==> config.mk <==
export PLATFORM = sky130hd
export DESIGN_NAME = aes_sbox_forward_inverse
export DESIGN_NICKNAME = d
export VERILOG_FILES = /design/src/hdl/sbx_pkg.sv /design/src/hdl/sbx_cell.sv /design/src/hdl/aes_sbox_forward_inverse.sv
export VERILOG_INCLUDE_DIRS = /design/src /design/src/hdl
export SDC_FILE = /design/constraint.sdc
export NUM_CORES = 1
export LEC_CHECK = 0
export BUFFER_PORTS_ARGS = -buffer_cell sky130_fd_sc_hd__buf_2
export CORE_ASPECT_RATIO = 1.25
export CORE_MARGIN = 2
export CORE_UTILIZATION = 58
export CTS_CLUSTER_SIZE = 25
export DETAILED_ROUTE_END_ITERATION = 8
export PLACE_DENSITY = 0.74
export SLEW_MARGIN = 20
export SYNTH_ARGS = -nofsm -noshare
export SYNTH_HDL_FRONTEND = slang
export SYNTH_HIERARCHICAL = 1
export SYNTH_SLANG_ARGS = --single-unit
==> constraint.sdc <==
create_clock -name clock -period 7.77 [get_ports clock]
set_clock_uncertainty 0.15 [all_clocks]
set_input_delay 1.1655 -clock clock [delete_from_list [all_inputs] [get_ports clock]]
set_output_delay 1.1655 -clock clock [all_outputs]
set_load 0.02 [all_outputs]
==> src/hdl/aes_sbox_forward_inverse_assert.svh <==
// Assertion macros shared by the substitution block.
// Needs a clock named clock and a reset named reset in the including module.
`ifndef AES_SBOX_FORWARD_INVERSE_ASSERT_SVH
`define AES_SBOX_FORWARD_INVERSE_ASSERT_SVH

// The consequent must hold in the same cycle as the antecedent, or after a fixed delay.
`define SBX_ASSERT_IMPLIES(label, ante, cons) \
   label: assert property (@(posedge clock) disable iff (reset) (ante) |-> cons) \
      else $error("sbox assertion failed");

// The consequent must hold in the cycle after the antecedent.
`define SBX_ASSERT_NEXT(label, ante, cons) \
   label: assert property (@(posedge clock) disable iff (reset) (ante) |=> cons) \
      else $error("sbox assertion failed");

`endif

==> src/hdl/sbx_pkg.sv <==
// Package for the AES substitution block: stage type, cell count and GF(2^8) functions.
// Depends on nothing; used by the cell and the top level.
package sbx_pkg;

   localparam int NumCells = 7;
   localparam logic [7:0] AffConst = 8'h63;
   localparam logic [7:0] RedPoly = 8'h1b;
   localparam logic [8:0] FullPoly = 9'h11b;
   localparam logic ModeForward = 1'b0;
   localparam logic ModeInverse = 1'b1;

   typedef struct packed {
      logic       valid;
      logic       mode;
      logic [7:0] sq;
      logic [7:0] acc;
   } stage_type;

   function automatic logic [7:0] gf_xtime(input logic [7:0] a);
      gf_xtime = a[7] ? ({a[6:0], 1'b0} ^ RedPoly) : {a[6:0], 1'b0};
   endfunction

   function automatic logic [7:0] gf_mul(input logic [7:0] f, input logic [7:0] g);
      logic [7:0] h;
      h = 8'h00;
      for (int i = 7; i >= 0; i--) begin
         h = gf_xtime(h);
         if (f[i]) begin
            h = h ^ g;
         end
      end
      gf_mul = h;
   endfunction

   // Squaring is linear over GF(2): spread the bits, then reduce the high half.
   function automatic logic [7:0] gf_sq(input logic [7:0] a);
      logic [14:0] t;
      t = '0;
      for (int i = 0; i < 8; i++) begin
         t[2*i] = a[i];
      end
      for (int k = 14; k >= 8; k--) begin
         if (t[k]) begin
            t = t ^ (15'(FullPoly) << (k - 8));
         end
      end
      gf_sq = t[7:0];
   endfunction

   function automatic logic [7:0] affine_fwd(input logic [7:0] w);
      affine_fwd = w ^ {w[6:0], w[7]} ^ {w[5:0], w[7:6]} ^ {w[4:0], w[7:5]}
                   ^ {w[3:0], w[7:4]} ^ AffConst;
   endfunction

   function automatic logic [7:0] affine_inv(input logic [7:0] y);
      logic [7:0] v;
      v = y ^ AffConst;
      affine_inv = {v[6:0], v[7]} ^ {v[4:0], v[7:5]} ^ {v[1:0], v[7:2]};
   endfunction

endpackage

==> src/hdl/sbx_cell.sv <==
// One cell of the inversion chain: squares the running power and folds it into the product.
// Depends on sbx_pkg.
module sbx_cell import sbx_pkg::*; (
   input  logic      clock,
   input  logic      reset,
   input  stage_type stage_i,
   output stage_type stage_o
);

   stage_type stage_ff;
   stage_type stage_in;
   logic [7:0] sq_next;

   always_comb begin
      sq_next        = gf_sq(stage_i.sq);
      stage_in.valid = stage_i.valid;
      stage_in.mode  = stage_i.mode;
      stage_in.sq    = sq_next;
      stage_in.acc   = gf_mul(stage_i.acc, sq_next);
   end

   always_ff @(posedge clock) begin
      if (reset) begin
         stage_ff.valid <= 1'b0;
      end else begin
         stage_ff.valid <= stage_in.valid;
      end
      stage_ff.mode <= stage_in.mode;
      stage_ff.sq   <= stage_in.sq;
      stage_ff.acc  <= stage_in.acc;
   end

   assign stage_o = stage_ff;

endmodule

==> src/hdl/aes_sbox_forward_inverse.sv <==
// AES substitution byte, forward and inverse, computed as x^254 over a chain of seven cells.
// A word accepted with start passes through the seven cell registers and then the output
// register before it appears on rsp_data_out with rsp_valid; throughput is one word per cycle,
// set by the one-cell-per-cycle chain.
// Synchronous active-high reset clears all valid bits; busy is high only during reset.
// The receiver cannot stall, so results leave the output register unconditionally.
module aes_sbox_forward_inverse import sbx_pkg::*; (
   input  logic       clock,
   input  logic       reset,
   input  logic       start,
   output logic       busy,
   input  logic       req_mode,
   input  logic [7:0] req_data_in,
   output logic       rsp_valid,
   output logic [7:0] rsp_data_out
);

   `include "aes_sbox_forward_inverse_assert.svh"

   stage_type chain [0:NumCells];
   logic [7:0] field_in;
   logic       rsp_valid_ff, rsp_valid_in;
   logic [7:0] rsp_data_out_ff, rsp_data_out_in;

   assign busy = reset;

   always_comb begin
      field_in          = (req_mode == ModeInverse) ? affine_inv(req_data_in) : req_data_in;
      chain[0].valid    = start && !busy;
      chain[0].mode     = req_mode;
      chain[0].sq       = field_in;
      chain[0].acc      = 8'h01;
   end

   for (genvar k = 0; k < NumCells; k++) begin : g_cell
      sbx_cell u_cell (
         .clock   (clock),
         .reset   (reset),
         .stage_i (chain[k]),
         .stage_o (chain[k+1])
      );
   end

   always_comb begin
      rsp_valid_in    = chain[NumCells].valid;
      rsp_data_out_in = (chain[NumCells].mode == ModeInverse) ? chain[NumCells].acc
                                                              : affine_fwd(chain[NumCells].acc);
   end

   always_ff @(posedge clock) begin
      rsp_data_out_ff <= rsp_data_out_in;
      if (reset) begin
         rsp_valid_ff <= 1'b0;
      end else begin
         rsp_valid_ff <= rsp_valid_in;
      end
   end

   assign rsp_valid    = rsp_valid_ff;
   assign rsp_data_out = rsp_data_out_ff;

   `SBX_ASSERT_IMPLIES(a_latency, start && !busy, ##8 rsp_valid)
   `SBX_ASSERT_IMPLIES(a_no_spurious, rsp_valid, $past(start && !busy, 8))
   `SBX_ASSERT_IMPLIES(a_zero_fwd,
      rsp_valid && $past(start && !busy && !req_mode && req_data_in == 8'h00, 8),
      rsp_data_out == AffConst)
   `SBX_ASSERT_NEXT(a_chain_to_out, chain[NumCells].valid, rsp_valid)

endmodule
# Word-level counts from Yosys, hierarchy flattened
# Cells that the tools add are included.
[classes]
n_mux = 141
bitwise_logic = 141
n_reduce_logical = 2
[op_table]
columns = ["cell", "count"]
rows = [
  ["$mux W8", 57],
  ["$xor A8 B8 Y8", 48],
  ["$not A4 Y4", 93],
  ["$mux W5", 49],
  ["$mux W11", 7],
  ["$mux W10", 7],
  ["$mux W9", 7],
  ["$mux W7", 7],
  ["$mux W6", 7],
  ["$logic_and A1 B1 Y1", 1],
  ["$logic_not A1 Y1", 1],
]
[totals]
reg_bits = 119
inputBits = 12
output_inout_bits = 10
wordCells = 312

# Logic depth before layout (Yosys ltp)
[logic_depth]
depth_word = 43
mapped_depth = 12
depth_no_buf = 11

# By module
# The synthesis kept the hierarchy.
[by_module_without_submodules]
columns = ["mod", "instances", "cells_each", "area_each_um2"]
rows = [
  ["sbx_cell", 7, 242, 1918.1],
  ["aes_sbox_forward_inverse", 1, 75, 698.2],
]

# Least setup slack after synthesis
# OpenSTA, ideal clock, no wires.
[synth_timing]
path_type = "input port to flip-flop"
start = "input req_mode"
end = "register g_cell[0].u_cell.stage_ff, in the netlist g_cell[0].u_cell/stage_o[7]"
setup_time_ns = 0.072
t_arrival_ns = 3.282
required_time_ns = 7.548
slack_ns = 4.266
cell_stages = 11
path_buffers = 3
path_cell_list = "clkbuf_1 mux2_2 buf_6 buf_1 nor2_1 a311o_1 a21oi_1 xnor2_1 xnor2_1 xnor2_1 xnor2_1"
[synth_rtl]
columns = ["element", "line_no", "source"]
rows = [
  ["start, declared", "aes_sbox_forward_inverse.sv:12", "input logic req_mode,"],
  ["end, declared", "sbx_cell.sv:10", "stage_type stage_ff;"],
]

==> metrics.txt <==
crit path DAT 3.54 ns; CTS Root Cell clkbuf_16; ratio of final minimum period to clock period 43.6%; status completed; Remaining DRCs 0; Fin Hold WS 0.176 ns; CTS max path bufs 2; die area 0.0253 mm2; WS Path Type flop to flop; Via density 5.52; Reg area 0.00254 mm2; crit path time final 3.39 ns; Warnings, synthesis 6; H-tree level count 4; final hold vios 0; Core ar. 0.0237 mm2; PortBufs 21; CP dominant cell by count a21oi_1; Worst-Margin Slew 1.05 ns; Final #Nets 1,697; final setup fails 0; Multi-input gate area 0.0106 mm2; largest net degree at the start of global routing 22; Critical Path RT 7.92 ns; dpl ws 4.10 ns; synthesized area 0.0140 mm2; Syn Area/Cell 7.93 um2; Hold Path Depth 0; dpl cells 1,991; Routed Antenna Nets 0; commonest non-fill, non-tap cell in the layout xnor2_1; RSZ-0062 raised after global routing no; Max-Cap Viols 0; CTS Buf Count 17; Layout Cells excl Fill 2,023; Hold Path Class flop to flop; Starting DRT DRC Count 649; max incr delay on CP 0.96 ns; CTS tree yes; Total GRT Usage 24.9%; Gate Count Post-Synth 1,761; die extent in x 143 um; Fillers 2,111; critical-path maximum fanout 18; final worst setup slack 4.38 ns; initial antenna violation count 0; # IOs 22; post-cts resize count 0; detailed-route via count 11,200; share of cells above drive strength 1 10.2%; Placer Congestion 0.880; Routed Wire Length 31,000 um; critical path cell sequence xor2_4, a21oi_1, a21oi_1, xor2_1, xnor3_2, xor2_2, xnor3_1; Worst setup SP type flop; number of max-slew violations in the final report 0; Synth-to-Final Area Change 3.13%; CTS hold repair buffers 0; first-pass GRT wire length 51,700 um; setup bufs post-CTS 0; Crit. End Element flop; cells on worst reg2reg path 7; max_slew headroom 29.6%; Fmax 295 MHz; placed wire-length estimate 22,200 um; vias in the first global route 10,600; initial core utilization 58.9%; Critical-path top delay cell dfxtp_1; row count 63; clk_lat worst skew 0.42 ns; most frequent cells in the layout 326 x xnor2_1, 287 x nand2_1, 142 x a21oi_1, 131 x xor2_1, 127 x dfxtp_1; GRT Residual Overflow 0; Sink Count 127; Die H 177 um; clock-pin transition on the worst setup and hold timing paths 0.06 ns; TritonRoute pass-1 iters 5; per-cell routed wire length 15.3 um; setup tns final 0 ns; diodes inserted 0
-- worst max-delay path, delay by kind of cell, from the launching register on --
kind,cells,cell delay [ns]
compound gates,2,0.37
xor+xnor,5,1.78
flops,1,0.96
-- final cells by class --
| class | instances | share of cell area [%] |
|---|---|---|
| inverter | 42 | 1.22 |
| clock buffer | 17 | 2.95 |
| tap | 325 | 2.82 |
| timing repair buffer | 28 | 1.09 |
| multi-input combinational | 1469 | 73.3 |
| clock inverter | 15 | 0.938 |
| sequential | 127 | 17.7 |
-- sequential cells by signal (all words and copies together), names as in the netlist --
name and flops:
rsp_valid 1, g_cell.u_cell/stage_o 118, rsp_data_out 8
-- path summary, 6_finish.rpt --
check,from,endpoint,slack (ns)
hold / removal,g_cell[0].u_cell/stage_o[16],g_cell[1].u_cell/stage_o[16],0.18
setup / recovery,g_cell[3].u_cell/stage_o[14],g_cell[4].u_cell/stage_o[4],4.38
hold reg to reg,g_cell[0].u_cell/stage_o[16],g_cell[1].u_cell/stage_o[16],0.18
setup reg to reg,g_cell[3].u_cell/stage_o[14],g_cell[4].u_cell/stage_o[4],4.38
-- per-layer routing --
layer  vias up  GRT usage [%]  share of wire (%)
met5         -              0                  0
met1      5266           29.3                 42
li1       5606              -                  -
met3        60           2.91                3.0
met4         0           8.70                2.2
met2       233           46.2                 53
-- stage by stage --
step | area, um2 | utilization [%]
6_report | 14400 | 60.7
3_3_place_gp | 13800 | 58.3
5_1_grt | 14400 | 60.7
4_1_cts | 14400 | 60.7
3_5_place_dp | 13800 | 58.3
2_1_floorplan | 14000 | -
Power is not shown: default switching activity piles up to over one toggle a cycle in this logic, so the estimate is an artifact.
